<file path="config.mk">
export PLATFORM = sky130hd
export DESIGN_NAME = gwps_outq
export DESIGN_NICKNAME = d
export VERILOG_FILES = /design/src/sv/gwps_pkg.sv /design/src/sv/gwps_outq.sv
export VERILOG_INCLUDE_DIRS = /design/src /design/src/sv
export SDC_FILE = /design/constraint.sdc
export NUM_CORES = 1
export LEC_CHECK = 0
export BUFFER_PORTS_ARGS = -buffer_cell sky130_fd_sc_hd__buf_2
export CORE_MARGIN = 10
export CORE_UTILIZATION = 45
export CTS_CLUSTER_DIAMETER = 120
export CTS_CLUSTER_SIZE = 10
export DETAILED_ROUTE_END_ITERATION = 10
export PLACE_DENSITY = 0.7
export SYNTH_ARGS = -nofsm -noshare
export SYNTH_HDL_FRONTEND = slang
export SYNTH_SLANG_ARGS = --single-unit
</file>
<file path="constraint.sdc">
create_clock -name clk -period 2.5 [get_ports clk]
set_input_delay 0.25 -clock clk [delete_from_list [all_inputs] [get_ports clk]]
set_output_delay 0.25 -clock clk [all_outputs]
set_load 0.01 [all_outputs]
</file>
<file path="src/sv/greedy_window_point_sampler_unit_assert.svh">
`ifndef GREEDY_WINDOW_POINT_SAMPLER_UNIT_ASSERT_SVH
`define GREEDY_WINDOW_POINT_SAMPLER_UNIT_ASSERT_SVH

// Same-cycle implication, sampled on clk, off while rst is high.
`define GWPS_ASSERT_IMP(label, ante, cons, msg) \
  label: assert property (@(posedge clk) disable iff (rst) (ante) |-> (cons)) \
    else $error(msg);

// Next-cycle implication, sampled on clk, off while rst is high.
`define GWPS_ASSERT_NXT(label, ante, cons, msg) \
  label: assert property (@(posedge clk) disable iff (rst) (ante) |=> (cons)) \
    else $error(msg);

`endif

</file>
<file path="src/sv/gwps_pkg.sv">
`default_nettype none

package gwps_pkg;

  // register and field widths
  localparam int CFG_W        = 11;
  localparam int CFG_IDX_W    = 2;
  localparam int WIDTH_REG_W  = 11;
  localparam int HEIGHT_REG_W = 11;
  localparam int KERNEL_W     = 6;
  localparam int PIX_W        = 8;
  localparam int POS_OUT_W    = 10;

  // kernel side cap, odd; radius is half of it
  localparam int MAX_KERNEL = 63;
  localparam int RADIUS_W   = KERNEL_W - 1;
  localparam logic [RADIUS_W-1:0] RADIUS_MAX = RADIUS_W'(((MAX_KERNEL - 1) | 1) / 2);

  // reset values of the registers
  localparam logic [WIDTH_REG_W-1:0]  WIDTH_RST  = 11'd1024;
  localparam logic [HEIGHT_REG_W-1:0] HEIGHT_RST = 11'd1024;
  localparam logic [KERNEL_W-1:0]     KERNEL_RST = 6'd15;
  localparam logic [PIX_W-1:0]        FG_RST     = 8'd255;

  typedef enum logic [CFG_IDX_W-1:0] {
    REG_IMAGE_WIDTH  = 2'd0,
    REG_IMAGE_HEIGHT = 2'd1,
    REG_KERNEL_SIZE  = 2'd2,
    REG_FOREGROUND   = 2'd3
  } gwps_reg_t;

  // broadcast from the sequencer to every cell
  typedef struct packed {
    logic shift;      // move the ring by one cell
    logic sof_clear;  // frame start: drop old marks before the window write
    logic clear_all;  // frame overrun: drop every mark
    logic wr_en;      // a new center writes its window
    logic ahead_en;   // window has a part at or ahead of the head
  } gwps_ctl_t;

endpackage

`default_nettype wire

</file>
<file path="src/sv/gwps_outq.sv">
`default_nettype none

`include "greedy_window_point_sampler_unit_assert.svh"

module gwps_outq (
  input  logic                           clk,
  input  logic                           rst,
  input  logic                           push,
  input  logic [gwps_pkg::POS_OUT_W-1:0] push_col,
  input  logic [gwps_pkg::POS_OUT_W-1:0] push_row,
  output logic                           space,
  output logic                           out_valid,
  input  logic                           out_ready,
  output logic [gwps_pkg::POS_OUT_W-1:0] out_col,
  output logic [gwps_pkg::POS_OUT_W-1:0] out_row
);
  import gwps_pkg::*;

  logic [2*POS_OUT_W-1:0] slot [2];
  logic                   wr_ptr;
  logic                   rd_ptr;
  logic [1:0]             count;
  logic                   pop;

  assign space     = (count != 2'd2);
  assign out_valid = (count != 2'd0);
  assign pop       = out_valid && out_ready;
  assign {out_col, out_row} = slot[rd_ptr];

  always_ff @(posedge clk) begin
    if (rst) begin
      wr_ptr <= 1'b0;
      rd_ptr <= 1'b0;
      count  <= 2'd0;
    end else begin
      if (push) wr_ptr <= ~wr_ptr;
      if (pop) rd_ptr <= ~rd_ptr;
      count <= count + {1'b0, push} - {1'b0, pop};
    end
  end

  always_ff @(posedge clk) begin
    if (push) begin
      slot[wr_ptr] <= {push_col, push_row};
    end
  end

  `GWPS_ASSERT_IMP(no_push_when_full, count == 2'd2, !push, "push into a full queue")
  `GWPS_ASSERT_NXT(fill_count, push && !pop, count == $past(count) + 2'd1,
                   "count missed a push")
  `GWPS_ASSERT_NXT(drain_count, pop && !push, count == $past(count) - 2'd1,
                   "count missed a pop")

endmodule

`default_nettype wire

</file>
==> impl_metrics.json <==
{
  "status": "complete, no violations",
  "wirelength_microns": 3020,
  "r2r-start": "wr_ptr",
  "cp_top_family": "flip-flops",
  "postCtsHoldBufs": 0,
  "drive_gt1_frac": 0.568,
  "clock-skew-final_ps": 4.95,
  "cellLeakagePower_uw": 0.000827,
  "worstSetupEndpointType": "output pin",
  "worst_ep_arrival_time_ps": 1610,
  "fmax_mhz": 537,
  "yosys_register_bits": 45,
  "viasPerCell": 4.66,
  "cp_cell_sequence": "buf_4, mux2_2, buf_2",
  "synthCells": 85,
  "clk_latency_ps": 290,
  "synth_async_sr_flop_share": 0,
  "p_per_area_nw_per_um2": 941,
  "finalSetupViolCount": 0,
  "die_h_microns": 81.2,
  "worst-slew-pin-transition_ps": 552,
  "slew_violations": 0,
  "drtPass1Iterations": 4,
  "tns_ps": 0,
  "antennaDiodeCount": 0,
  "path_buf_inv": 2,
  "drcViolationCount": 0,
  "rr_worst_depth": 2,
  "postRouteAntennaNets": 0,
  "syn_avg_cell_area_sq_um": 19.8,
  "synth_cell_types": 15,
  "cts.sinks": 45,
  "place_hpwl_microns": 2270,
  "portBuffers": 45,
  "numPlacedInstances": 179,
  "synth_flop_cell": "edfxtp_1",
  "htreeDepth": 2,
  "cts.repair.resized": 0,
  "core_area_sq_um": 3630,
  "crit_slowest_cell": "dfxtp_1",
  "max_cap_viol_count": 0,
  "die-area_sq_um": 6590,
  "cts_tree": "done",
  "slowest_delay_ps": 540,
  "via_count": 872,
  "gp_congestion": 0.669,
  "io_pins": 46,
  "slew_headroom": 0.630,
  "cp-start-kind": "flip-flop",
  "layout.nets": 164,
  "drt_iter0_drc": 44,
  "ys_top_cells_by_area": "edfxtp_1 71%, mux2_2 13%, dfxtp_1 5.9%",
  "final_cells": 187,
  "hold_viol": 0,
  "ys_warn_count": 0,
  "synth_top_area_cell": "edfxtp_1",
  "synth_nets": 111,
  "holdPathEnd": "slot[1][17]",
  "grt_overflow": 0,
  "r2r_end": "slot[1][1]",
  "area_delta_synth_final_pct": 25.8,
  "numCtsBuffers": 5,
  "hold_start": "push_col[7]",
  "seq_area_frac_synth": 0.773,
  "clock_path_buffers": 2,
  "finalCriticalPeriod_ps": 1860,
  "postCtsSetupBuffers": 0,
  "die-width_microns": 81.2,
  "wl_per_cell_microns": 16.1,
  "grt_pass1_vias": 1008,
  "netlist_top_cells_count": "40 x edfxtp_1, 20 x mux2_2, 5 x dfxtp_1",
  "grt_max_degree": 15,
  "path_clk_slew_ps": 80,
  "syn-cell-area_sq_um": 1680,
  "track_usage": 0.0952,
  "crit_type": "reg2out",
  "hold_path.class": "in2reg",
  "core.rowCount": 22,
  "initial_core_util": 0.463,
  "synth_edf_count": 40,
  "synth_most_common_cell": "edfxtp_1",
  "critPathRequiredTime_ps": 2250,
  "antenna_found_initial": 0,
  "grt_pass1_wl_microns": 4720,
  "worstPathMaxFanout": 12,
  "min_path_cells": 1,
  "r2r_slack_ps": 1070,
  "finalCritPeriodShare": 0.745,
  "synth_top_area_share": 0.713,
  "ir_worst_vdd_mv": 0.495,
  "rsz0062_at_grt": "false",
  "ctsRootBufferMaster": "clkbuf_8"
}
worst max path at each step:
stage | startpoint | cells past startpoint | end
3_5_place_dp | flip-flop | 3 | out_col[8]
3_3_place_gp | flip-flop | 3 | out_col[4]
5_1_grt | flip-flop | 3 | out_col[1]
4_1_cts | flip-flop | 3 | out_col[7]
2_1_floorplan | wr_ptr | 1 | slot[0][0]
6_report | flip-flop | 3 | out_col[7]
per-stage QoR:
stage / hold slack [ps] / cell area [sq um] / utilization / setup WS (ps) / power (uW)
after floorplan: 322 / 1680 / - / 861 / 1230
after global placement: 438 / 1980 / 0.546 / 958 / 1380
after detailed placement: 442 / 1980 / 0.546 / 926 / 1400
after CTS: 135 / 2120 / 0.583 / 597 / 2020
after global routing: 136 / 2120 / 0.583 / 521 / 2090
final: 144 / 2120 / 0.583 / 639 / 1990
cell usage in the layout, fill, tap and decap left out:
cell type	synthesis	final
inv_1	2	2
clkinv_2	0	1
or2_2	1	1
nand2_1	1	1
clkbuf_8	0	5
o21a_4	1	1
dfxtp_1	5	5
edfxtp_1	40	40
and2_1	1	1
bufinv_16	0	2
nor2b_2	0	1
mux2_1	2	2
nor2_1	3	3
mux2_2	20	20
nor2b_1	3	2
buf_4	0	3
xnor3_1	1	1
ha_1	2	2
xnor2_1	1	1
buf_2	2	45
power by group:
| part | total, uW | switching, uW | internal [uW] | leakage (uW) |
|---|---|---|---|---|
| registers | 936 | 45.1 | 891 | 0.000417 |
| logic | 433 | 192 | 241 | 0.000342 |
| clock network | 626 | 229 | 397 | 0.0000681 |
| total | 1990 | 466 | 1530 | 0.000827 |
layout make-up:
| cell class | count | area [sq um] |
|---|---|---|
| clock buffer | 5 | 68.8 |
| clock inverter | 3 | 65.1 |
| fill | 301 | 1520 |
| inverter | 2 | 7.51 |
| multi-input combinational | 36 | 368 |
| sequential | 45 | 1300 |
| tap | 48 | 60.1 |
| timing repair buffer | 48 | 248 |
layer usage:
layer / GRT usage / routed length (microns) / vias to the layer above
li1: - / - / 424
met1: 0.0834 / 1070 / 428
met2: 0.186 / 1770 / 18
met3: 0.0342 / 163 / 2
met4: 0.0467 / 16 / 0
met5: 0 / 0 / -
sequential cells by signal, summed over array words and instances, names as in the netlist, named ones only:
name	cells
slot	40
count	2
rd_ptr	1
wr_ptr	1
cell families (layout without fill, tap and decap cells):
family | after synthesis | after routing | share of synthesized area
flops | 45 | 45 | 0.773
mux | 22 | 22 | 0.147
simple gates | 9 | 9 | 0.0275
buf+inv | 4 | 58 | 0.0104
fa+ha+maj | 2 | 2 | 0.0149
xor+xnor | 2 | 2 | 0.0186
compound gates | 1 | 1 | 0.00891
Note: power is estimated with default switching activity, not from simulation.
