==> config.mk <==
export PLATFORM = sky130hd
export DESIGN_NAME = gwps_cell
export DESIGN_NICKNAME = d
export VERILOG_FILES = /design/src/sv/greedy_window_point_sampler_unit_assert.svh /design/src/sv/gwps_pkg.sv /design/src/sv/gwps_cell.sv
export SDC_FILE = /design/constraint.sdc
export NUM_CORES = 1
export LEC_CHECK = 0
export BUFFER_PORTS_ARGS = -buffer_cell sky130_fd_sc_hd__buf_2
export CORE_MARGIN = 2
export CORE_UTILIZATION = 32
export DETAILED_ROUTE_END_ITERATION = 12
export PLACE_DENSITY = 0.8
export REMOVE_ABC_BUFFERS = 1
export SYNTH_ARGS = -nofsm -noshare
export SYNTH_HDL_FRONTEND = slang
export SYNTH_SLANG_ARGS = --single-unit
==> constraint.sdc <==
create_clock -name clk -period 2 [get_ports clk]
set_input_delay 0.2 -clock clk [delete_from_list [all_inputs] [get_ports clk]]
set_output_delay 0.2 -clock clk [all_outputs]
set_load 0.005 [all_outputs]
==> src/sv/greedy_window_point_sampler_unit_assert.svh <==
`ifndef GREEDY_WINDOW_POINT_SAMPLER_UNIT_ASSERT_SVH
`define GREEDY_WINDOW_POINT_SAMPLER_UNIT_ASSERT_SVH

// Same-cycle implication, sampled on clk, off while rst is high.
`define GWPS_ASSERT_IMP(label, ante, cons, msg) \
  label: assert property (@(posedge clk) disable iff (rst) (ante) |-> (cons)) \
    else $error(msg);

// Next-cycle implication, sampled on clk, off while rst is high.
`define GWPS_ASSERT_NXT(label, ante, cons, msg) \
  label: assert property (@(posedge clk) disable iff (rst) (ante) |=> (cons)) \
    else $error(msg);

`endif

==> src/sv/gwps_pkg.sv <==
`default_nettype none

package gwps_pkg;

  // register and field widths
  localparam int CFG_W        = 11;
  localparam int CFG_IDX_W    = 2;
  localparam int WIDTH_REG_W  = 11;
  localparam int HEIGHT_REG_W = 11;
  localparam int KERNEL_W     = 6;
  localparam int PIX_W        = 8;
  localparam int POS_OUT_W    = 10;

  // kernel side cap, odd; radius is half of it
  localparam int MAX_KERNEL = 63;
  localparam int RADIUS_W   = KERNEL_W - 1;
  localparam logic [RADIUS_W-1:0] RADIUS_MAX = RADIUS_W'(((MAX_KERNEL - 1) | 1) / 2);

  // reset values of the registers
  localparam logic [WIDTH_REG_W-1:0]  WIDTH_RST  = 11'd1024;
  localparam logic [HEIGHT_REG_W-1:0] HEIGHT_RST = 11'd1024;
  localparam logic [KERNEL_W-1:0]     KERNEL_RST = 6'd15;
  localparam logic [PIX_W-1:0]        FG_RST     = 8'd255;

  typedef enum logic [CFG_IDX_W-1:0] {
    REG_IMAGE_WIDTH  = 2'd0,
    REG_IMAGE_HEIGHT = 2'd1,
    REG_KERNEL_SIZE  = 2'd2,
    REG_FOREGROUND   = 2'd3
  } gwps_reg_t;

  // broadcast from the sequencer to every cell
  typedef struct packed {
    logic shift;      // move the ring by one cell
    logic sof_clear;  // frame start: drop old marks before the window write
    logic clear_all;  // frame overrun: drop every mark
    logic wr_en;      // a new center writes its window
    logic ahead_en;   // window has a part at or ahead of the head
  } gwps_ctl_t;

endpackage

`default_nettype wire

==> src/sv/gwps_cell.sv <==
`default_nettype none

module gwps_cell #(
  parameter int IDX = 0,
  parameter int LW  = 11,
  parameter int RW  = 10
) (
  input  logic                clk,
  input  logic                rst,
  input  gwps_pkg::gwps_ctl_t ctl,
  input  logic [LW-1:0]       len,
  input  logic [LW-1:0]       ahead_hi,
  input  logic [LW-1:0]       behind_lo,
  input  logic [LW-1:0]       behind_hi,
  input  logic [RW-1:0]       wr_end,
  input  logic                right_valid,
  input  logic [RW-1:0]       right_end,
  input  logic                wrap_valid,
  input  logic [RW-1:0]       wrap_end,
  output logic                cur_valid,
  output logic [RW-1:0]       cur_end,
  output logic                post_valid,
  output logic [RW-1:0]       post_end
);
  import gwps_pkg::*;

  localparam logic [LW-1:0] MY_IDX = LW'(IDX);

  logic          valid;
  logic [RW-1:0] end_row;
  logic          valid_next;
  logic [RW-1:0] end_row_next;
  logic          in_win;
  logic          takes;
  logic          from_wrap;

  // window hit: ahead part counts from the head, behind part sits at the ring tail
  assign in_win = ctl.wr_en &&
                  ((ctl.ahead_en && (MY_IDX <= ahead_hi)) ||
                   ((MY_IDX >= behind_lo) && (MY_IDX <= behind_hi)));

  assign post_valid = in_win | (valid & ~ctl.sof_clear);
  assign post_end   = in_win ? wr_end : end_row;

  assign takes     = ctl.shift && (MY_IDX < len);
  assign from_wrap = (MY_IDX == (len - LW'(1)));

  always_comb begin
    if (ctl.clear_all) begin
      valid_next   = 1'b0;
      end_row_next = post_end;
    end else if (takes) begin
      valid_next   = from_wrap ? wrap_valid : right_valid;
      end_row_next = from_wrap ? wrap_end : right_end;
    end else begin
      valid_next   = post_valid;
      end_row_next = post_end;
    end
  end

  always_ff @(posedge clk) begin
    if (rst) begin
      valid <= 1'b0;
    end else begin
      valid <= valid_next;
    end
  end

  always_ff @(posedge clk) begin
    end_row <= end_row_next;
  end

  assign cur_valid = valid;
  assign cur_end   = end_row;

endmodule

`default_nettype wire

==> results.py, run 1 <==
metrics = {
    "global_routing": {
        "number_of_global_route_vias_before_repair": 933,
        "grt_antenna_before_repair": 0,
        "grt_max_degree": 11,
        "global_route.usage.total_pct": 16.89,
        "globalRoute.totalOverflow": 0,
        "first_pass_grt_wire_length_um": 4084,
    },
    "cts": {
        "cts_root_buf": "clkbuf_4",
        "clock_latency_on_the_worst_skew_pair_ns": 0.26,
        "cts_made_buffers": 3,
        "clkSinkCount": 11,
        "holdBufCountCts": 0,
        "htree_levels": 1,
        "tritoncts_clock_tree": "built",
        "clk_transition_reported_paths_ns": 0.07,
        "postCtsSetupRepairBufs": 0,
        "cts.repair.resized": 0,
        "ctsLongestPathBuffers": 2,
    },
    "place": {
        "place_ws_ns": 0.06726,
        "gp_congestion": 0.8199,
        "port_buffers": 82,
        "dpl.hpwl_um": 2073,
    },
    "pwr": {
        "power-per-cell-area_nw_per_um2": 529.5,
        "total_internal_power_uw": 499.0,
        "switchingPower_uw": 194.6,
        "share_seq_of_total_power_pct": 38.3,
        "power_frac_comb_pct": 39.4,
        "p_leak_nw": 0.6635,
        "fin_total_pwr_uw": 693.6,
        "p_clk_share_pct": 22.3,
        "ir_drop_v": 0.0003089,
        "p_sw_share_pct": 28.05,
    },
    "detailed_routing": {
        "initialDrtViolationCount": 11,
        "remaining_drc_errors": 0,
        "postRouteWirelength_um": 2489,
        "detail_route.vias_per_cell": 4.951,
        "wire_per_inst_um": 13.68,
        "dr_total_vias": 901,
        "router_iterations_before_antenna_repair": 3,
        "antenna_left": 0,
    },
    "sta": {
        "hold_violations": 0,
        "tightest_slew_ns": 0.7037,
        "final.setup.tns_ns": 0,
        "rsz_0062_raised_after_global_routing": "no",
        "setup_violations": 0,
        "slew-limit-headroom_pct": 53.09,
        "final_max_slew_viol_count": 0,
        "fraction_of_the_cycle_the_final_worst_path_needs_pct": 81.93,
        "hold_ws_ns": 0.1039,
        "timing.fmax_mhz": 610.3,
        "postLayoutSetupSlackWorst_ns": 0.3615,
        "fin_worst_skew_ns": 0,
        "layout_min_cycle_time_ns": 1.639,
    },
    "logic_synthesis": {
        "syn-mean-instance-area_um2": 12.59,
        "ys.flop_type": "dfxtp_1",
        "synth.cell_area_um2": 843.3,
        "ys_seq_elements": 11,
        "yosys_warnings": 0,
        "seq_area_frac_synth_pct": 26.11,
        "synth.distinct_cells": 26,
        "postSynthCellCount": 67,
        "synth-edff-count": 0,
        "synthArstFlopShare_pct": 0,
    },
    "critical_path": {
        "cp_data_required_time_ns": 1.80,
        "startpoint_of_the_worst_register_to_register_path": "cur_end[8]",
        "path_max_fanout": 10,
        "reg2reg_depth": 4,
        "crit_type": "input pin to output pin",
        "arrival_ns": 1.44,
        "worst_setup_path_end_kind": "output pin",
        "timing.critical_path.from_type": "input pin",
        "timing.reg2reg.setup_slack_ns": 0.82,
        "crit-reg2reg-capture": "cur_end[8]",
    },
    "die": {
        "initial_core_util_pct": 34.04,
        "i_o_pins": 105,
        "die_y_um": 55.34,
        "rows": 18,
        "core_area_um2": 2477,
        "chipWidth_um": 55.34,
        "die_area_um2": 3062,
    },
    "layout": {
        "final_common_cell": "buf_2",
        "drive_gt1_share_pct": 79.61,
        "nNetsFinal": 236,
        "antenna-diode-count": 0,
        "layout_common_cells": "82 x buf_2, 19 x mux2_2, 11 x dfxtp_1, 10 x mux2_4",
        "syn_to_final_growth_pct": 55.34,
    },
    "min_path": {
        "hp-class": "input pin to flip-flop",
        "hold_path_depth": 2,
        "hold_ep": "cur_valid",
        "worstHoldStart": "rst",
    },
    "outcome": {
        "outcome": "finished, final reports clean",
    },
    "run": {
        "maxCapViolCount": 0,
    },
}
how the worst max path moves through the flow:
stage | from | end | depth (start not counted)
finish | ctl[1] | post_end[0] | 5
global route | ctl[1] | post_end[0] | 5
CTS | ctl[1] | post_end[0] | 5
detailed placement | len[3] | cur_end[4] | 5
global placement | len[3] | cur_end[3] | 5
floorplan | len[3] | cur_end[0] | 4
metrics by stage:
stage,util [%],area (um^2),cells
floorplan,-,835.8,66
global placement,51.82,1284,178
detailed placement,51.82,1284,178
CTS,52.88,1310,182
global route,52.88,1310,182
finish,52.88,1310,182
flip-flops by register name, indices dropped and copies added, names as in the netlist:
signal and count:
cur_valid 1, cur_end 10
power by group through the flow:
stage | sequential [mW] | combinational, mW | clock (mW)
detailed placement | 0.271 | 0.276 | 0
global placement | 0.269 | 0.265 | 0
global route | 0.271 | 0.300 | 0.178
finish | 0.266 | 0.273 | 0.155
floorplan | 0.275 | 0.128 | 0
CTS | 0.266 | 0.277 | 0.166
cells by family after synthesis:
group                  after synthesis  share of synthesized area (%)
multiplexers                        30                          44.36
AND/OR/NAND/NOR                     16                          19.58
AO/OA/AOI/OAI                        6                          7.716
buffers and inverters                4                          2.226
flip-flops                          11                          26.11
Yosys cell counts (2+ instances only):
library cell	n	area, um^2
dfxtp_1	11	220.2
inv_1	3	11.26
mux2_4	10	150.1
nor4_2	2	25.02
nor4_4	2	42.54
mux2_2	19	214.0
worst max-delay path, stage by stage:
cell and delay (ns):
buf_2 0.12, nor4b_2 0.17, a31oi_4 0.41, mux2_2 0.41
buf_2 0.13
final cells by class:
cell class	count	area (um^2)
tap	30	37.54
clock buffer	4	26.28
multi-input combinational	52	604.3
inverter	3	11.26
sequential	11	220.2
timing repair buffer	82	410.4
fill	256	1167
per-layer routing:
layer,GRT usage [%],vias to the layer above,routed length (um),share of wire [%]
li1,-,432,-,-
met1,16.52,403,880,35
met4,6.969,0,40,1.6
met5,0,-,0,0
met2,32.82,60,1341,54
met3,4.450,6,227,9.1
Power figures use the tool's default switching activity.
==> run 2, diff against run 1 <==
clock period = 1.7 ns   (was 2 ns; I/O delays follow)
==> results.py, run 2 (same netlist as run 1, synthesis figures left out) <==
metrics = {
    "die": {
        "die_y_um": 55.34,
        "rows": 18,
        "die_area_um2": 3062,
        "initial_core_util_pct": 34.04,
        "chipWidth_um": 55.34,
        "core_area_um2": 2477,
        "i_o_pins": 105,
    },
    "layout": {
        "drive_gt1_share_pct": 80.13,
        "postLayoutCoreUtil_pct": 54.09,
        "syn_to_final_growth_pct": 58.90,
        "nNetsFinal": 240,
        "final_common_cell": "buf_2",
        "largest_reg_flops": 10,
        "multi_input_area_um2": 604.3,
        "layout.area.seq_um2": 220.2,
        "layout_common_cells": "82 x buf_2, 19 x mux2_2, 11 x dfxtp_1, 10 x mux2_4, 4 x buf_4",
        "antenna-diode-count": 0,
        "n_fill_cell": 237,
    },
    "critical_path": {
        "critical_path.max_stage_delay_ns": 0.38,
        "critical_path.startpoint": "behind_lo[2]",
        "path_max_fanout": 10,
        "crit_top_cell": "buf_2",
        "cp_data_required_time_ns": 1.53,
        "worst_setup_path_end_kind": "output pin",
        "startpoint_of_the_worst_register_to_register_path": "cur_end[8]",
        "arrival_ns": 1.42,
        "timing.critical_path.from_type": "input pin",
        "crit_type": "input pin to output pin",
        "cp_cell_sequence": "buf_2 > nor4_4 > a31oi_4 > mux2_2 > buf_2",
        "cp_slowest_cell": "nor4_4",
    },
    "sta": {
        "hold_violations": 0,
        "fraction_of_the_cycle_the_final_worst_path_needs_pct": 93.79,
        "slew-limit-headroom_pct": 70.90,
        "postLayoutSetupSlackWorst_ns": 0.1056,
        "tightest_slew_ns": 0.4365,
        "final_max_slew_viol_count": 0,
        "layout_min_cycle_time_ns": 1.594,
        "hold_ws_ns": 0.06985,
        "timing.fmax_mhz": 627.2,
        "final.setup.tns_ns": 0,
        "fin_worst_skew_ns": 0,
        "rsz_0062_raised_after_global_routing": "no",
        "setup_violations": 0,
    },
    "cts": {
        "cts_root_buf": "clkbuf_4",
        "cts_made_buffers": 3,
        "clk_transition_reported_paths_ns": 0.07,
        "htree_levels": 1,
        "holdBufCountCts": 0,
        "postCtsSetupRepairBufs": 0,
        "clkSinkCount": 11,
        "cts.repair.resized": 0,
        "ctsLongestPathBuffers": 2,
        "tritoncts_clock_tree": "built",
        "clock_latency_on_the_worst_skew_pair_ns": 0.27,
    },
    "global_routing": {
        "global_route.usage.total_pct": 17.18,
        "global_route.usage.met3_pct": 3.279,
        "first_pass_grt_wire_length_um": 4222,
        "number_of_global_route_vias_before_repair": 1024,
        "grt_antenna_before_repair": 0,
        "globalRoute.totalOverflow": 0,
        "global_route.peak_usage_layer": "met2",
        "grt_max_degree": 11,
        "gr_util_met1_pct": 16.10,
        "grt.met2_usage_pct": 35.03,
    },
    "pwr": {
        "ir_drop_v": 0.0003240,
        "p_leak_nw": 0.6845,
        "power-per-cell-area_nw_per_um2": 614.2,
        "fin_total_pwr_uw": 823.1,
    },
    "detailed_routing": {
        "dr_total_vias": 901,
        "remaining_drc_errors": 0,
        "antenna_left": 0,
        "postRouteWirelength_um": 2480,
        "router_iterations_before_antenna_repair": 3,
        "detail_route.vias_per_cell": 4.844,
        "wire_per_inst_um": 13.33,
        "initialDrtViolationCount": 18,
    },
    "place": {
        "port_buffers": 82,
        "dpl.hpwl_um": 2118,
        "gp_congestion": 0.8119,
        "place_ws_ns": 0.002086,
    },
    "run": {
        "maxCapViolCount": 0,
    },
    "outcome": {
        "outcome": "finished, final reports clean",
    },
    "min_path": {
        "hp-class": "input pin to flip-flop",
        "worstHoldStart": "rst",
    },
}
-- run 2: cell types whose count changed in the layout (fill, tap and decap cells not counted) --
cell / before / now
buf_4: 0 / 4
-- run 2: worst max-delay path: cells and delay by family --
kind	cells	cell delay, ns
AND/OR/NAND/NOR	1	0.38
multiplexers	1	0.35
AO/OA/AOI/OAI	1	0.26
buffers and inverters	2	0.24
-- run 2: metrics by stage --
step           instance area [um^2]  std cells
3_5_place_dp                   1314        182
3_3_place_gp                   1314        182
5_1_grt                        1340        186
2_1_floorplan                 835.8         66
6_report                       1340        186
4_1_cts                        1340        186
-- run 2: final cells by class --
cell class / instances / area share, %
Clock buffer: 4 / 1.961
Inverter: 3 / 0.8403
Multi-Input combinational cell: 52 / 45.10
Timing Repair Buffer: 86 / 32.87
Tap cell: 30 / 2.801
Sequential cell: 11 / 16.43
-- run 2: where the power goes --
| group | switching, mW | internal, mW | total [mW] | leakage [nW] |
|---|---|---|---|---|
| sequential | 0.0152 | 0.297 | 0.312 | 0.0926 |
| combinational | 0.124 | 0.204 | 0.328 | 0.577 |
| clock | 0.0927 | 0.0907 | 0.183 | 0.0150 |
-- run 2: per-layer routing --
layer  routed length (um)  vias up  part of all wire (%)
met5                    0        -                     0
met4                   18        0                  0.73
met3                  224        2                   9.0
met1                  852      404                    34
li1                     -      439                     -
met2                 1385       56                    56
-- run 2: worst paths after layout --
kind	slack, ns	to	cells past startpoint
max reg2reg	0.50	cur_end[8]	4
min	0.07	cur_valid	2
min reg2reg	0.62	cur_valid	3
max	0.11	post_end[6]	5
